File: src/mlth_pkg.sv
// Shared constants, types and helpers of the multi-level tagged hash table.
package mlth_pkg;

    localparam int LINE_SLOTS        = 8;
    localparam int FIRST_LEVEL_SLOTS = 1024;
    localparam int MAX_LEVELS        = 4;
    localparam int MAX_PROBES        = 4;

    localparam int TOTAL_SLOTS = FIRST_LEVEL_SLOTS * ((1 << MAX_LEVELS) - 1);
    localparam int ADDR_W      = $clog2(TOTAL_SLOTS);
    localparam int LINE_W      = $clog2(LINE_SLOTS);
    localparam int LVL_W       = $clog2(MAX_LEVELS + 1);
    localparam int LVL_IDX_W   = (MAX_LEVELS > 1) ? $clog2(MAX_LEVELS) : 1;
    localparam int PROBE_W     = (MAX_PROBES > 1) ? $clog2(MAX_PROBES) : 1;
    localparam int NPROBE_W    = $clog2(MAX_PROBES + 1);
    localparam int FIRST_LINES = FIRST_LEVEL_SLOTS / LINE_SLOTS;

    localparam logic [1:0] FUNC_INSERT = 2'd0;
    localparam logic [1:0] FUNC_DELETE = 2'd1;
    localparam logic [1:0] FUNC_QUERY  = 2'd2;

    localparam logic [2:0] CFG_PROBE_COUNT = 3'd0;
    localparam logic [2:0] CFG_SEED_ZERO   = 3'd1;
    localparam logic [2:0] CFG_SEED_ONE    = 3'd2;
    localparam logic [2:0] CFG_SEED_TWO    = 3'd3;
    localparam logic [2:0] CFG_SEED_THREE  = 3'd4;

    localparam logic [31:0] MUR_C1 = 32'hcc9e2d51;
    localparam logic [31:0] MUR_C2 = 32'h1b873593;
    localparam logic [31:0] MUR_C3 = 32'h85ebca6b;
    localparam logic [31:0] MUR_C4 = 32'hc2b2ae35;
    localparam logic [31:0] MUR_E  = 32'he6546b64;

    // Slot mark layout: occupied, deleted, then the 8-bit tag.
    localparam logic [9:0] MARK_OCC = 10'h200;
    localparam logic [9:0] MARK_DEL = 10'h100;

    typedef struct packed {
        logic [2:0]       probe_count;
        logic [3:0][31:0] seeds;
    } t_cfg;

    typedef struct packed {
        logic [1:0]                  func;
        logic [63:0]                 key;
        logic [7:0]                  tag;
        logic [NPROBE_W-1:0]         nprobe;
        logic [MAX_PROBES-1:0][31:0] hashes;
    } t_job;

    function automatic logic [ADDR_W-1:0] lvl_base(input logic [LVL_IDX_W-1:0] lvl);
        logic [31:0] b;
        b = 32'(FIRST_LEVEL_SLOTS) * ((32'd1 << lvl) - 32'd1);
        return b[ADDR_W-1:0];
    endfunction

    function automatic logic [31:0] lvl_mask(input logic [LVL_IDX_W-1:0] lvl);
        return (32'(FIRST_LINES) << lvl) - 32'd1;
    endfunction

endpackage

File: src/mlth_queue.sv
// Two-entry queue that parts the hashing front end from the table walker.
module mlth_queue
    import mlth_pkg::*;
(
    input  logic i_clk,
    input  logic i_rst_n,
    input  logic i_wr,
    input  t_job i_data,
    output logic o_ready,
    output logic o_valid,
    output t_job o_data,
    input  logic i_rd
);

    t_job       r_mem [2];
    logic       r_wp;
    logic       r_rp;
    logic [1:0] r_count;
    logic       do_wr;
    logic       do_rd;

    assign o_ready = (r_count != 2'd2);
    assign o_valid = (r_count != 2'd0);
    assign o_data  = r_mem[r_rp];
    assign do_wr   = i_wr && o_ready;
    assign do_rd   = i_rd && o_valid;

    always_ff @(posedge i_clk) begin
        if (!i_rst_n) begin
            r_wp    <= 1'b0;
            r_rp    <= 1'b0;
            r_count <= 2'd0;
        end else begin
            if (do_wr) begin
                r_wp <= ~r_wp;
            end
            if (do_rd) begin
                r_rp <= ~r_rp;
            end
            r_count <= r_count + 2'(do_wr) - 2'(do_rd);
        end
    end

    always_ff @(posedge i_clk) begin
        if (do_wr) begin
            r_mem[r_wp] <= i_data;
        end
    end

endmodule

File: config.mk
export PLATFORM = sky130hd
export DESIGN_NAME = mlth_queue
export DESIGN_NICKNAME = d
export VERILOG_FILES = /design/src/mlth_pkg.sv /design/src/mlth_queue.sv
export SDC_FILE = /design/constraint.sdc
export NUM_CORES = 1
export LEC_CHECK = 0
export CORE_MARGIN = 5
export CORE_UTILIZATION = 33
export DETAILED_ROUTE_END_ITERATION = 8
export DONT_BUFFER_PORTS = 1
export PLACE_DENSITY = 0.52
export SLEW_MARGIN = 10
export SYNTH_ARGS = -nofsm -noshare
export SYNTH_HDL_FRONTEND = slang
export SYNTH_SLANG_ARGS = --single-unit
export TNS_END_PERCENT = 20
File: constraint.sdc
create_clock -name i_clk -period 29.2 [get_ports i_clk]
set_input_delay 4.38 -clock i_clk [delete_from_list [all_inputs] [get_ports i_clk]]
set_output_delay 4.38 -clock i_clk [all_outputs]
set_load 0.02 [all_outputs]
==> After elaboration in Yosys (flattened, before gate mapping) <==
Memories as Yosys holds them, arrays and structs flattened. A register that Yosys moved wholly into a read port is not among the register bits.
Index checks and enable logic that the tools add are counted.
Widths: inputs -> output; s select.
{ "totals": {"reg_bits": 4, "ramBits": 410, "out_inout_bits": 207, "elab_cells": 16, "n_memories": 1} }
{ "memory_table": {"columns": ["name", "words", "width", "read_ports", "rd_clocked_by_memory_dff", "wr", "line_no", "rtl"], "rows": [
  ["r_mem", 2, 205, 1, 1, 1, "mlth_queue.sv:15", "t_job r_mem [2];"]
]} }
{ "classes": {"add_sub_neg": 2, "n_eq_ne": 1, "n_mux": 4, "bitwise": 2, "n_reduce_logical": 3} }
{ "op_table": {"columns": ["op", "n"], "rows": [
  ["$mux 1", 4],
  ["$add 2x1->2", 1],
  ["$logic_and 1x1->1", 2],
  ["$ne 2x2->1 const B", 1],
  ["$not 1->1", 2],
  ["$reduce_bool 2->1", 1],
  ["$sub 2x1->2", 1]
]} }

==> Logic depth before layout (Yosys ltp) <==
{ "depth": {"ltp_word": 4, "depth_mapped": 8, "depth_no_buf": 8} }

==> Worst setup path before layout <==
OpenSTA, ideal clock, no wires.
{ "synth_path": {"path_kind": "input to register", "startpoint": "input port i_wr", "endpoint": "memory r_mem[0][0] (netlist bit), enable pin", "setup_ps": 774, "arrival_ps": 12978, "required_ps": 28426, "slack_ps": 15448, "stages": 2, "path_buffers": 0, "cell_sequence": "nand2_1 -> nor2_1"} }
{ "synth_between": {"elab_chain_len": 3} }
{ "synth_rtl": {"columns": ["item", "line_no", "rtl"], "rows": [
  ["start, declared", "mlth_queue.sv:7", "input logic i_wr,"],
  ["$logic_and 1x1->1", "mlth_queue.sv:25", "assign do_wr = i_wr && o_ready;"],
  ["$mux 1", "mlth_queue.sv:45", "if (do_wr) begin"],
  ["$mux 1 (not written as such)", "mlth_queue.sv:46", "r_mem[r_wp] <= i_data;"],
  ["end, declared", "mlth_queue.sv:15", null]
]} }
Every way passes these cells.

==> flow_summary.html <==
<table>
<tr><th>Metric</th><th>Value</th></tr>
<tr><th colspan="2">Logic synthesis</th></tr>
<tr><td>Post-synth cell types</td><td>18</td></tr>
<tr><td>Main area contributors after synthesis</td><td>edfxtp_1 79%, mux2_4 14%, mux2_2 4.0%</td></tr>
<tr><td>Top cells by count, synth</td><td>410 x edfxtp_1, 150 x mux2_4, 55 x mux2_2, 18 x buf_6</td></tr>
<tr><td>Synthesized Nets</td><td>873</td></tr>
<tr><td>Post-synth ARST share</td><td>0%</td></tr>
<tr><td>Largest area contributor in the netlist</td><td>edfxtp_1</td></tr>
<tr><td>Sequential cell area fraction in the yosys report</td><td>79.33%</td></tr>
<tr><td>Synth Register Bits</td><td>415</td></tr>
<tr><td>Cell area after synthesis</td><td>0.01565 sq mm</td></tr>
<tr><td>Most numerous cell in the Yosys netlist</td><td>edfxtp_1</td></tr>
<tr><td>Area share of the largest cell type after synthesis</td><td>78.69%</td></tr>
<tr><td>Number of warnings printed during yosys synthesis</td><td>0</td></tr>
<tr><td>Main flop type after synthesis</td><td>edfxtp_1</td></tr>
<tr><td>Avg Inst Size Synth</td><td>23.63 sq um</td></tr>
<tr><td>Number of instances in the synthesized netlist</td><td>662</td></tr>
<tr><td>Count of flip-flops with a built-in enable after synthesis</td><td>410</td></tr>
<tr><th colspan="2">Final layout</th></tr>
<tr><td>Synthesis-to-finish area growth</td><td>12.68%</td></tr>
<tr><td>Footprint of the flip-flops and latches</td><td>0.01242 sq mm</td></tr>
<tr><td>Multi-input combinational cell area</td><td>0.003014 sq mm</td></tr>
<tr><td>Number of diodes</td><td>0</td></tr>
<tr><td>Share of post-route cells with drive strength above 1</td><td>37.91%</td></tr>
<tr><td>Post-layout utilization of the core</td><td>37.70%</td></tr>
<tr><td>Total number of nets in the final design</td><td>905</td></tr>
<tr><td>Fill cells</td><td>4155</td></tr>
<tr><th colspan="2">GRT</th></tr>
<tr><td>Combined global-route utilization of all metal layers</td><td>11.65%</td></tr>
<tr><td>Maximum number of pins on one net before global-route repair</td><td>72</td></tr>
<tr><td>Number of antenna violations at the first check in global routing</td><td>0</td></tr>
<tr><td>Vias in the first global route</td><td>6601</td></tr>
<tr><td>Global-route congestion overflow total</td><td>0</td></tr>
<tr><td>First-pass GRT wire length</td><td>45590 um</td></tr>
<tr><th colspan="2">Worst setup path</th></tr>
<tr><td>Most frequent cell on the critical path</td><td>buf_4</td></tr>
<tr><td>Crit path max-delay family</td><td>buffers and inverters</td></tr>
<tr><td>Ordered list of cells on the worst path</td><td>buf_4 &gt; buf_4 &gt; mux2_2</td></tr>
<tr><td>Buf+Inv Stages, Crit Path</td><td>2</td></tr>
<tr><td>Number of cells traversed by the worst register-to-register path</td><td>5</td></tr>
<tr><td>Arr. time, crit path</td><td>3500 ps</td></tr>
<tr><td>Critical Path Source Type</td><td>flip-flop</td></tr>
<tr><td>Worst Setup Path Type</td><td>flip-flop to primary output</td></tr>
<tr><td>Stages on the worst setup path</td><td>3</td></tr>
<tr><td>Critical path's largest stage delay</td><td>820 ps</td></tr>
<tr><td>Slowest stage cell, crit path</td><td>dfxtp_4</td></tr>
<tr><td>Kind of capture point of the worst setup path</td><td>primary output</td></tr>
<tr><td>Register-to-register setup slack</td><td>25680 ps</td></tr>
<tr><td>Maximum fanout along the worst path</td><td>53</td></tr>
<tr><td>Worst Path Required</td><td>24820 ps</td></tr>
<tr><th colspan="2">CTS</th></tr>
<tr><td>Clock buffers created by TritonCTS</td><td>44</td></tr>
<tr><td>Clk Tree Root Cell</td><td>clkbuf_16</td></tr>
<tr><td>Sinks on the clock net</td><td>415</td></tr>
<tr><td>CTS max path bufs</td><td>3</td></tr>
<tr><td>TritonCTS clock tree</td><td>done</td></tr>
<tr><td>Post-cts repair resize count</td><td>0</td></tr>
<tr><td>Post-CTS Setup Inserts</td><td>0</td></tr>
<tr><td>Cts hold-fix bufs</td><td>0</td></tr>
<tr><td>Clk Latency, worst-skew pair</td><td>540 ps</td></tr>
<tr><td>Register clock-pin slew on the reported worst setup and hold paths</td><td>60 ps</td></tr>
<tr><td>H-tree depth</td><td>2</td></tr>
<tr><th colspan="2">Die</th></tr>
<tr><td>Die width</td><td>227.7 um</td></tr>
<tr><td>Top-level I/O count</td><td>416</td></tr>
<tr><td>Starting Density</td><td>33.46%</td></tr>
<tr><td>Die Ht</td><td>227.7 um</td></tr>
<tr><td>Total Die Area</td><td>0.05186 sq mm</td></tr>
<tr><td>Cell row count</td><td>79</td></tr>
<tr><td>Placeable Area</td><td>0.04675 sq mm</td></tr>
<tr><th colspan="2">STA</th></tr>
<tr><td>Final Hold Viols</td><td>0</td></tr>
<tr><td>Max_slew headroom</td><td>26.57%</td></tr>
<tr><td>Setup repair after global routing missed its margin</td><td>false</td></tr>
<tr><td>Clock period minus final worst setup slack</td><td>7884 ps</td></tr>
<tr><td>Transition time at the pin with the least slew margin</td><td>1101 ps</td></tr>
<tr><td>Setup TNS</td><td>0 ps</td></tr>
<tr><td>Final Hold Slack</td><td>532.8 ps</td></tr>
<tr><td>Worst clock skew</td><td>16.43 ps</td></tr>
<tr><td>Final worst path period share</td><td>27.00%</td></tr>
<tr><td>Number of failing setup endpoints in the final timing report</td><td>0</td></tr>
<tr><td>Pins over their slew limit</td><td>0</td></tr>
<tr><td>Max Clock Freq</td><td>126.8 MHz</td></tr>
<tr><th colspan="2">Detailed routing</th></tr>
<tr><td>Wire length reported by the detailed router</td><td>31690 um</td></tr>
<tr><td>Vias</td><td>6114</td></tr>
<tr><td>Violation count after the first detailed-routing iteration</td><td>314</td></tr>
<tr><td>Average vias per placed instance</td><td>4.580</td></tr>
<tr><td>Number of search-and-repair iterations in the first detailed-routing pass</td><td>4</td></tr>
<tr><td>Number of design rule violations left after detail routing</td><td>0</td></tr>
<tr><td>Post-detailed-route wirelength per cell</td><td>23.74 um</td></tr>
<tr><td>DRT antenna net count</td><td>0</td></tr>
<tr><th colspan="2">Place</th></tr>
<tr><td>Hpwl dp</td><td>22430 um</td></tr>
<tr><td>Global placer's final weighted congestion</td><td>0.8007</td></tr>
<tr><td>Number of buffer cells added on primary ports</td><td>0</td></tr>
<tr><th colspan="2">Run status</th></tr>
<tr><td>Status</td><td>completed</td></tr>
<tr><th colspan="2">Hold path</th></tr>
<tr><td>Cell count of the worst hold path</td><td>2</td></tr>
<tr><td>Worst hold-check path type</td><td>flip-flop to flip-flop</td></tr>
<tr><th colspan="2">Power</th></tr>
<tr><td>Leak</td><td>5.912 nW</td></tr>
<tr><td>Cell Pwr Density</td><td>96.02 mW/mm^2</td></tr>
<tr><td>Worst VDD drop</td><td>0.08821 mV</td></tr>
<tr><th colspan="2">Run</th></tr>
<tr><td>Number of max-cap violations</td><td>0</td></tr>
</table>
[placed cells by master, fill, tap and decap left out]
cell        synthesis  layout
and2_1              2       2
and3_4              0       1
buf_4               0       9
bufinv_16           0       3
clkbuf_1            0      11
clkbuf_16           0      45
clkinv_1            0      11
clkinv_2            0       4
clkinv_4            0       2
clkinvlp_4          0       3
dfxtp_1             5       4
dfxtp_4             0       1
edfxtp_1          410     410
ha_1                2       2
inv_1               1       1
inv_6               0       1
mux2_2             55      55
mux2_4            150     150
mux2i_1             1       1
nand2_1             2       2
nand2b_1            2       2
nor2_4              0       1
nor2b_1             2       2
o21a_1              1       1
or2_2               1       1
xnor2_1             3       3
[state kept, by name (all words and copies together), names as in the netlist, named ones only]
| signal | cells |
|---|---|
| r_mem | 410 |
| r_count | 2 |
| r_rp | 1 |
| r_wp | 1 |
[worst paths after layout]
check             startpoint             to
hold / removal          r_wp           r_wp
setup reg to reg  r_count[0]  r_mem[0][156]
hold reg to reg         r_wp           r_wp
setup / recovery   flip-flop     o_data[12]
[where the power goes]
part / switching [mW] / internal (mW)
clock network: 0.212 / 0.309
logic: 0.247 / 0.145
registers: 0.0293 / 0.750
[worst register-to-register path: stages, from the launching register on]
cell,delay (ps)
dfxtp_1,360
nand2b_1,320
nand2_1,220
nor2_4,710
buf_4,660
buf_4,790
[area by class of cell]
cell class	instances	area share [%]
inverters	1	0.02129
clock buffers	56	6.622
repair buffers	9	0.3833
multi-input cells	223	17.10
well taps	607	4.308
clock inverters	24	1.136
flip-flops and latches	415	70.43
[metrics by stage]
step | total power [mW] | area [sq um] | setup slack, ps | std cells
3_3_place_gp | 1.183 | 16260 | 21940 | 1255
5_1_grt | 1.762 | 17630 | 21120 | 1335
3_5_place_dp | 1.193 | 16260 | 21820 | 1255
4_1_cts | 1.723 | 17630 | 21200 | 1335
2_1_floorplan | 1.156 | 15650 | 15450 | 662
6_report | 1.693 | 17630 | 21320 | 1335
[layer usage]
metal | global-route usage [%] | wire [um] | vias up | part of all wire [%]
met1 | 10.62 | 9683 | 3080 | 31
met3 | 6.547 | 3895 | 55 | 12
met2 | 21.42 | 17250 | 279 | 54
li1 | - | - | 2700 | -
met4 | 4.501 | 866 | 0 | 2.7
met5 | 0 | 0 | - | 0
[logic make-up (layout without fill, tap and decap cells)]
logic type	Yosys count	count (layout)	synth area share [%]
AO/OA/AOI/OAI	1	1	0.04800
XOR/XNOR	3	3	0.1680
buffers and inverters	24	90	1.479
flip-flops	415	415	79.33
AND/OR/NAND/NOR	11	11	0.3919
adder cells (fa/ha/maj)	2	2	0.1599
multiplexers	206	206	18.42
(Power assumes the default switching activity.)
