**config.mk**
```make
export PLATFORM = sky130hd
export DESIGN_NAME = mlth_front
export DESIGN_NICKNAME = d
export VERILOG_FILES = /design/src/mlth_pkg.sv /design/src/mlth_front.sv
export SDC_FILE = /design/constraint.sdc
export NUM_CORES = 2
export LEC_CHECK = 0
export BUFFER_PORTS_ARGS = -buffer_cell sky130_fd_sc_hd__buf_2
export CORE_MARGIN = 4
export CORE_UTILIZATION = 50
export DETAILED_ROUTE_END_ITERATION = 8
export PLACE_DENSITY = 0.66
export SYNTH_ARGS = -nofsm -noshare
export SYNTH_HDL_FRONTEND = slang
export SYNTH_SLANG_ARGS = --single-unit
```
**constraint.sdc**
```tcl
create_clock -name i_clk -period 14.3 [get_ports i_clk]
set_input_delay 1.43 -clock i_clk [delete_from_list [all_inputs] [get_ports i_clk]]
set_output_delay 1.43 -clock i_clk [all_outputs]
set_load 0.01 [all_outputs]
```
**src/mlth_pkg.sv**
```systemverilog
// Shared constants, types and helpers of the multi-level tagged hash table.
package mlth_pkg;

    localparam int LINE_SLOTS        = 8;
    localparam int FIRST_LEVEL_SLOTS = 1024;
    localparam int MAX_LEVELS        = 4;
    localparam int MAX_PROBES        = 4;

    localparam int TOTAL_SLOTS = FIRST_LEVEL_SLOTS * ((1 << MAX_LEVELS) - 1);
    localparam int ADDR_W      = $clog2(TOTAL_SLOTS);
    localparam int LINE_W      = $clog2(LINE_SLOTS);
    localparam int LVL_W       = $clog2(MAX_LEVELS + 1);
    localparam int LVL_IDX_W   = (MAX_LEVELS > 1) ? $clog2(MAX_LEVELS) : 1;
    localparam int PROBE_W     = (MAX_PROBES > 1) ? $clog2(MAX_PROBES) : 1;
    localparam int NPROBE_W    = $clog2(MAX_PROBES + 1);
    localparam int FIRST_LINES = FIRST_LEVEL_SLOTS / LINE_SLOTS;

    localparam logic [1:0] FUNC_INSERT = 2'd0;
    localparam logic [1:0] FUNC_DELETE = 2'd1;
    localparam logic [1:0] FUNC_QUERY  = 2'd2;

    localparam logic [2:0] CFG_PROBE_COUNT = 3'd0;
    localparam logic [2:0] CFG_SEED_ZERO   = 3'd1;
    localparam logic [2:0] CFG_SEED_ONE    = 3'd2;
    localparam logic [2:0] CFG_SEED_TWO    = 3'd3;
    localparam logic [2:0] CFG_SEED_THREE  = 3'd4;

    localparam logic [31:0] MUR_C1 = 32'hcc9e2d51;
    localparam logic [31:0] MUR_C2 = 32'h1b873593;
    localparam logic [31:0] MUR_C3 = 32'h85ebca6b;
    localparam logic [31:0] MUR_C4 = 32'hc2b2ae35;
    localparam logic [31:0] MUR_E  = 32'he6546b64;

    // Slot mark layout: occupied, deleted, then the 8-bit tag.
    localparam logic [9:0] MARK_OCC = 10'h200;
    localparam logic [9:0] MARK_DEL = 10'h100;

    typedef struct packed {
        logic [2:0]       probe_count;
        logic [3:0][31:0] seeds;
    } t_cfg;

    typedef struct packed {
        logic [1:0]                  func;
        logic [63:0]                 key;
        logic [7:0]                  tag;
        logic [NPROBE_W-1:0]         nprobe;
        logic [MAX_PROBES-1:0][31:0] hashes;
    } t_job;

    function automatic logic [ADDR_W-1:0] lvl_base(input logic [LVL_IDX_W-1:0] lvl);
        logic [31:0] b;
        b = 32'(FIRST_LEVEL_SLOTS) * ((32'd1 << lvl) - 32'd1);
        return b[ADDR_W-1:0];
    endfunction

    function automatic logic [31:0] lvl_mask(input logic [LVL_IDX_W-1:0] lvl);
        return (32'(FIRST_LINES) << lvl) - 32'd1;
    endfunction

endpackage

```
**src/mlth_front.sv**
```systemverilog
// Front end: takes an operation, forms its tag and seeded hashes.
module mlth_front
    import mlth_pkg::*;
(
    input  logic        i_clk,
    input  logic        i_rst_n,
    input  logic        i_push,
    input  logic [1:0]  i_func,
    input  logic [63:0] i_item_key,
    input  t_cfg        i_cfg,
    output logic        o_busy,
    output logic        o_job_valid,
    output t_job        o_job,
    input  logic        i_job_ready
);

    localparam logic [2:0] F_IDLE = 3'd0;
    localparam logic [2:0] F_K2   = 3'd1;
    localparam logic [2:0] F_H1   = 3'd2;
    localparam logic [2:0] F_H2   = 3'd3;
    localparam logic [2:0] F_H3   = 3'd4;
    localparam logic [2:0] F_PUSH = 3'd5;

    logic [2:0]         r_state;
    logic [PROBE_W-1:0] r_p;
    logic [31:0]        r_k;
    logic [31:0]        r_h;
    t_job               r_job;

    logic [31:0]         in_low;
    logic [NPROBE_W-1:0] np_in;
    logic [31:0]         k_rot;
    logic [31:0]         hx;
    logic [31:0]         hr;
    logic [31:0]         hm;
    logic [31:0]         hm2;
    logic [31:0]         h2;
    logic                accept;

    assign in_low = i_item_key[31:0];
    assign accept = i_push && (r_state == F_IDLE);
    assign o_busy = (r_state != F_IDLE);
    assign o_job_valid = (r_state == F_PUSH);
    assign o_job = r_job;

    always_comb begin
        if (i_cfg.probe_count == 3'd0) begin
            np_in = NPROBE_W'(1);
        end else if (32'(i_cfg.probe_count) > 32'(MAX_PROBES)) begin
            np_in = NPROBE_W'(MAX_PROBES);
        end else begin
            np_in = NPROBE_W'(i_cfg.probe_count);
        end
    end

    always_comb begin
        k_rot = {r_k[16:0], r_k[31:17]};
        hx    = i_cfg.seeds[2'(r_p)] ^ r_k;
        hr    = {hx[18:0], hx[31:19]};
        hm    = ((hr << 2) + hr + MUR_E) ^ 32'd4;
        hm2   = hm ^ (hm >> 16);
        h2    = r_h ^ (r_h >> 13);
    end

    always_ff @(posedge i_clk) begin
        if (!i_rst_n) begin
            r_state <= F_IDLE;
            r_p     <= '0;
        end else begin
            unique case (r_state)
                F_IDLE: begin
                    if (accept) begin
                        r_state <= F_K2;
                    end
                end
                F_K2:   r_state <= F_H1;
                F_H1:   r_state <= F_H2;
                F_H2:   r_state <= F_H3;
                F_H3: begin
                    if (NPROBE_W'(r_p) == r_job.nprobe - NPROBE_W'(1)) begin
                        r_state <= F_PUSH;
                        r_p     <= '0;
                    end else begin
                        r_state <= F_H1;
                        r_p     <= r_p + PROBE_W'(1);
                    end
                end
                F_PUSH: begin
                    if (i_job_ready) begin
                        r_state <= F_IDLE;
                    end
                end
                default: r_state <= F_IDLE;
            endcase
        end
    end

    always_ff @(posedge i_clk) begin
        case (r_state)
            F_IDLE: begin
                r_job.func   <= i_func;
                r_job.key    <= i_item_key;
                r_job.tag    <= in_low[7:0] ^ in_low[15:8] ^ in_low[23:16] ^ in_low[31:24];
                r_job.nprobe <= np_in;
                r_k          <= 32'(in_low * MUR_C1);
            end
            F_K2: r_k <= 32'(k_rot * MUR_C2);
            F_H1: r_h <= 32'(hm2 * MUR_C3);
            F_H2: r_h <= 32'(h2 * MUR_C4);
            F_H3: r_job.hashes[r_p] <= r_h ^ (r_h >> 16);
            default: ;
        endcase
    end

endmodule

```
; ---- Word-level counts from Yosys, hierarchy flattened
; Index checks and enable logic that the tools add are counted.
[word_totals]
ff_bits = 274
inputBits = 201
output_inout_bits = 207
elab_cells = 62
[op_classes]
addsub = 4
mul = 4
order_cmp = 3
n_eq_ne = 8
muxes = 13
bitwise_logic = 8
n_reduce_logical = 9
[ops]
columns = operator, n
row1 = bitwise mux 128 bit, 1
row2 = case mux 32 bit (2 select lines), 2
row3 = binary-select mux 32 bit (select 2 bit), 1
row4 = demux 32 bit (select 2 bit), 1
row5 = "multiplier 32 x 31 -> 32 bit, second input constant", 2
row6 = 2-to-1 mux 32 bit, 2
row7 = bitwise XOR 32 x 16 -> 32 bit, 2
row8 = adder 32 bit, 1
row9 = "adder 32 bit, second input constant", 1
row10 = "multiplier 32 x 29 -> 32 bit, second input constant", 1
row11 = "multiplier 32 x 32 -> 32 bit, second input constant", 1
row12 = bitwise XOR 32 x 19 -> 32 bit, 1
row13 = bitwise XOR 32 bit, 1
row14 = bitwise XOR 8 bit, 3
row15 = case mux 3 bit (6 select lines), 1
row16 = 2-to-1 mux 3 bit, 4
row17 = "equality test 3 x 2 -> 1 bit, second input constant", 2
row18 = "equality test 3 bit, second input constant", 2
row19 = zero test 3 bit, 2
row20 = nonzero test 2 bit, 2
row21 = equality test 2 x 3 -> 1 bit, 1
row22 = "equality test 3 x 1 -> 1 bit, second input constant", 1
row23 = "> comparator 3 bit, second input constant", 1
row24 = "< comparator 2 x 3 -> 1 bit, second input constant", 1
row25 = 11 further kinds, 12

; ---- Depth between registers and ports, before layout
[depth]
ltp_word = 9
depth_mapped = 46
ltp_nobuf = 43

; ---- Worst setup path before layout
; No wires, ideal clock.
[synth_timing]
path_type = input to register
startpoint = in i_cfg[118] (netlist name)
endpoint = reg r_h[31] (data pin)
setup_time_ps = 255
arrival_ps = 11063
required_time_ps = 14045
slack_ps = 2981
cell_stages = 41
path_buffers = 0
path_cell_list = mux4_2 -> xnor2_1 -> inv_1 -> ha_1 -> ha_1 -> fa_1 -> a211oi_2 -> o21ai_2 -> a31oi_4 -> o21ai_2 -> o21ai_1 -> a31o_2 -> o21bai_1 -> a21oi_1 -> o21ai_0 -> a21oi_1 -> xnor2_1 -> xor2_1 -> [... 5 more ...] -> inv_1 -> fa_1 -> fa_1 -> fa_1 -> inv_1 -> fa_1 -> inv_1 -> ha_1 -> a21o_1 -> a21o_1 -> or3_1 -> o211a_1 -> a31oi_1 -> a21oi_1 -> a31oi_1 -> o21ai_0 -> a211oi_2 -> and3b_1
[synth_via]
elab_chain_len = 8
[synth_lines]
columns = item, line_no
row1 = start: declaration, mlth_front.sv:10  ; input t_cfg i_cfg,
row2 = binary-select mux 32 bit (select 2 bit), mlth_front.sv:58  ; hx = i_cfg.seeds[2'(r_p)] ^ r_k;
row3 = 2-to-1 mux 32 bit (not written as such), mlth_front.sv:58
row4 = bitwise XOR 32 bit, mlth_front.sv:58
row5 = adder 32 bit (2 in series), mlth_front.sv:60  ; hm = ((hr << 2) + hr + MUR_E) ^ 32'd4;
row6 = bitwise XOR 32 x 16 -> 32 bit, mlth_front.sv:61  ; hm2 = hm ^ (hm >> 16);
row7 = multiplier 32 x 32 -> 32 bit, mlth_front.sv:108  ; F_H1: r_h <= 32'(hm2 * MUR_C3);
row8 = case mux 32 bit (2 select lines), mlth_front.sv:99  ; case (r_state)
row9 = end signal: assignment, mlth_front.sv:108
row10 = end signal: assignment, mlth_front.sv:109  ; F_H2: r_h <= 32'(h2 * MUR_C4);
row11 = end: declaration, mlth_front.sv:27  ; logic [31:0] r_h;
; Every way passes these cells. The select of a mux whose other input is x is not followed.
; A chain may end at the register's enable or synchronous reset.

; ---- Worst setup path after layout
[layout_timing]
startpoint = reg r_p[0]
endpoint = reg r_h[31] (data pin)
[layout_via]
elab_chain_len = 9
[layout_lines]
columns = item, line_no
row1 = start: declaration, mlth_front.sv:25  ; logic [PROBE_W-1:0] r_p;
row2 = start signal: assignment, mlth_front.sv:85  ; r_p <= r_p + PROBE_W'(1);
row3 = binary-select mux 32 bit (select 2 bit) *, mlth_front.sv:58
row4 = 2-to-1 mux 32 bit (not written as such) *, mlth_front.sv:58
row5 = bitwise XOR 32 bit *, mlth_front.sv:58
row6 = adder 32 bit * (2 in series), mlth_front.sv:60
row7 = inverter 1 bit (no source line), n/a
row8 = bitwise XOR 32 x 16 -> 32 bit *, mlth_front.sv:61
row9 = multiplier 32 x 32 -> 32 bit *, mlth_front.sv:108
row10 = case mux 32 bit (2 select lines) *, mlth_front.sv:99
; Mark *: on every way between the ends. The rest lies on a longest branch, timed or not. The select of a mux whose other input is x is not followed.

==> impl_metrics.tcl <==
set metrics [dict create \
    status "finished clean" \
    synth_edf_count 269 \
    path_clk_slew_ns 0.08 \
    slew_viol_final 0 \
    async_flop_share 0 \
    core-area_sq_um 90560 \
    grt_max_degree 73 \
    cp_slowest_stage_delay_ns 0.69 \
    crit_arrival_ns 12.71 \
    post_cts_buffers 0 \
    root_buffer "clkbuf_16" \
    grt_pass1_vias 33150 \
    cp_common_cell "fa_1" \
    insertion_delay_ns 0.63 \
    num_rows 110 \
    worst_pin_slew_ns 1.210 \
    io_buffers 407 \
    cp_slowest_cell "dfxtp_2" \
    worstSetupPathType "flip-flop to flip-flop" \
    critPathRequiredTime_ns 14.69 \
    clockBufferDepth 3 \
    dieArea_sq_um 96750 \
    drive_gt1_frac 0.1204 \
    final_nets 6395 \
    final_common_cell "inv_1" \
    gp_congestion 0.9375 \
    whs_path_depth 2 \
    slew_headroom 0.1904 \
    finalHoldViolCount 0 \
    wl_per_cell_um 21.78 \
    syn-num-nets 5951 \
    antenna_found_initial 5 \
    hpwl_mm 109.1 \
    drtIter0Drc 2154 \
    fin_util 0.5576 \
    ant_nets 0 \
    dr.pass1.iters 5 \
    grt_first_pass_wirelength_mm 197.0 \
    min_period_over_period 0.8609 \
    cts_tree "built" \
    clock_skew_ns 0.02960 \
    met3_usage 0.05974 \
    ys_seq_elements 274 \
    crit_path_end_kind "flip-flop" \
    period_needed_ns 12.31 \
    grt.total_usage 0.2683 \
    min-delay-path-class "flip-flop to flip-flop" \
    cts_buffers 29 \
    ys_seq_area_frac 0.1781 \
    die_h_um 311.0 \
    synthToLayoutAreaGrowth_pct 9.967 \
    drv_cap 0 \
    synth.avg_cell_area_sq_um 10.95 \
    setup_tns_ns 0 \
    setup_viol 0 \
    final_cell_mix "inv_1 (1263), ha_1 (824), fa_1 (734)" \
    start_kind "flip-flop" \
    vias_per_cell 5.228 \
    grt_busiest_layer "met2" \
    ys_warn_count 0 \
    timing.fmax_mhz 81.23 \
    via_count 30530 \
    drcViolationCount 0 \
    yosys_most_used_dff "edfxtp_1" \
    critPathMaxFanout 21 \
    ctsHoldBuffers 0 \
    rsz0062_at_grt "no" \
    rr_worst_depth 42 \
    start_util 0.5070 \
    cts_sinks 274 \
    grt_overflow 0 \
    post_cts_resized 0 \
    netlist_instances 4192 \
    ctsHtreeMaxLevel 1 \
    routed_wirelength_mm 127.2 \
    io_pins 408 \
    use_met2 0.4375 \
    syn-cell-area_sq_um 45920 \
    die_w_um 311.0 \
    synth.distinct_cells 81 \
    met1_usage 0.3688 \
]
==> state kept, by name, summed over array words and instances, names as in the netlist <==
register / cells
r_k: 32
r_state: 3
r_p: 2
o_job: 205
r_h: 32
==> synthesized netlist by cell type (8+ instances only) <==
library cell  count  area share
mux4_2           32       0.016
xor2_1          105       0.020
nor2_1           73      0.0060
o21ai_0          76      0.0083
o31ai_1          12      0.0020
a21boi_0         12      0.0020
or2_2             8      0.0011
and3_1           13      0.0018
nor3_1           19      0.0021
and2_1           17      0.0023
nor2b_1          15      0.0020
edfxtp_1        269        0.18
a31oi_1          10      0.0014
nand2_1          90      0.0074
a21oi_1         107       0.012
clkbuf_1         20      0.0016
fa_1            734        0.32
ha_1            824        0.22
xnor2_1         236       0.045
o21a_1           11      0.0018
or3_1            21      0.0029
nand2b_1         17      0.0023
a21o_1           50      0.0082
inv_1          1264        0.10
o21bai_1         17      0.0028
a211oi_1          9      0.0015
nand3_1          26      0.0028
==> final timing paths <==
| kind | from | end | slack (ns) |
|---|---|---|---|
| max | r_p[0]$_SDFFE_PN0P_ | r_h[31]$_DFFE_PP_ | 1.99 |
| min | r_state[1]$_SDFFE_PN0P_ | r_state[0]$_SDFFE_PN0P_ | 0.68 |
| max reg2reg | r_p[0]$_SDFFE_PN0P_ | r_h[31]$_DFFE_PP_ | 1.99 |
| min reg2reg | r_state[1]$_SDFFE_PN0P_ | r_state[0]$_SDFFE_PN0P_ | 0.68 |
==> logic make-up (layout without fill, tap and decap cells) <==
| logic type | count (synthesis) | count (layout) | share of synthesized area |
|---|---|---|---|
| AOI/OAI and AO/OA | 355 | 355 | 0.05060 |
| xor gates and xnor gates | 350 | 350 | 0.06866 |
| adders and majority gates | 1558 | 1558 | 0.5445 |
| buffers and inverters | 1290 | 1757 | 0.1055 |
| DFF | 274 | 274 | 0.1781 |
| muxes | 42 | 42 | 0.01796 |
| other | 0 | 4 | 0 |
| and+or+nand+nor | 323 | 323 | 0.03466 |
==> per-stage QoR <==
step | setup WS, ns | hold WS (ns) | instances | instance area, sq um
floorplan | 2.981 | 0.5631 | 4192 | 45920
global placement | 1.923 | 0.6557 | 5781 | 49590
detailed placement | 1.741 | 0.6685 | 5781 | 49590
CTS | 1.906 | 0.6824 | 5835 | 50490
global route | 1.066 | 0.7125 | 5835 | 50490
finish | 1.990 | 0.6840 | 5839 | 50500
==> final cells by class <==
| class | instances | area [sq um] |
|---|---|---|
| Fill cell | 8019 | 40070 |
| Multi-Input combinational cell | 2628 | 32920 |
| Clock buffer | 34 | 744.5 |
| Timing Repair Buffer | 438 | 2270 |
| Tap cell | 1176 | 1471 |
| Clock inverter | 20 | 155.1 |
| Antenna cell | 4 | 10.01 |
| Sequential cell | 274 | 8179 |
| Inverter | 1265 | 4750 |
==> layer usage <==
| layer | share of wire | wire, um | up-vias |
|---|---|---|---|
| met5 | 0.000079 | 10 | - |
| met4 | 0.028 | 3547 | 2 |
| met3 | 0.081 | 10350 | 194 |
| met2 | 0.47 | 59360 | 935 |
| met1 | 0.42 | 53880 | 15360 |
| li1 | - | - | 14030 |
==> critical path: cells and delay by family (launching register included) <==
family | cells | cell delay, ns
xor gates and xnor gates | 3 | 1.22
adders and majority gates | 12 | 4.94
AOI/OAI and AO/OA | 18 | 3.38
buffers and inverters | 6 | 0.74
and+or+nand+nor | 2 | 0.49
muxes | 1 | 0.57
DFF | 1 | 0.69
Power is not shown: default switching activity piles up to over one toggle a cycle in this logic, so the estimate is an artifact.
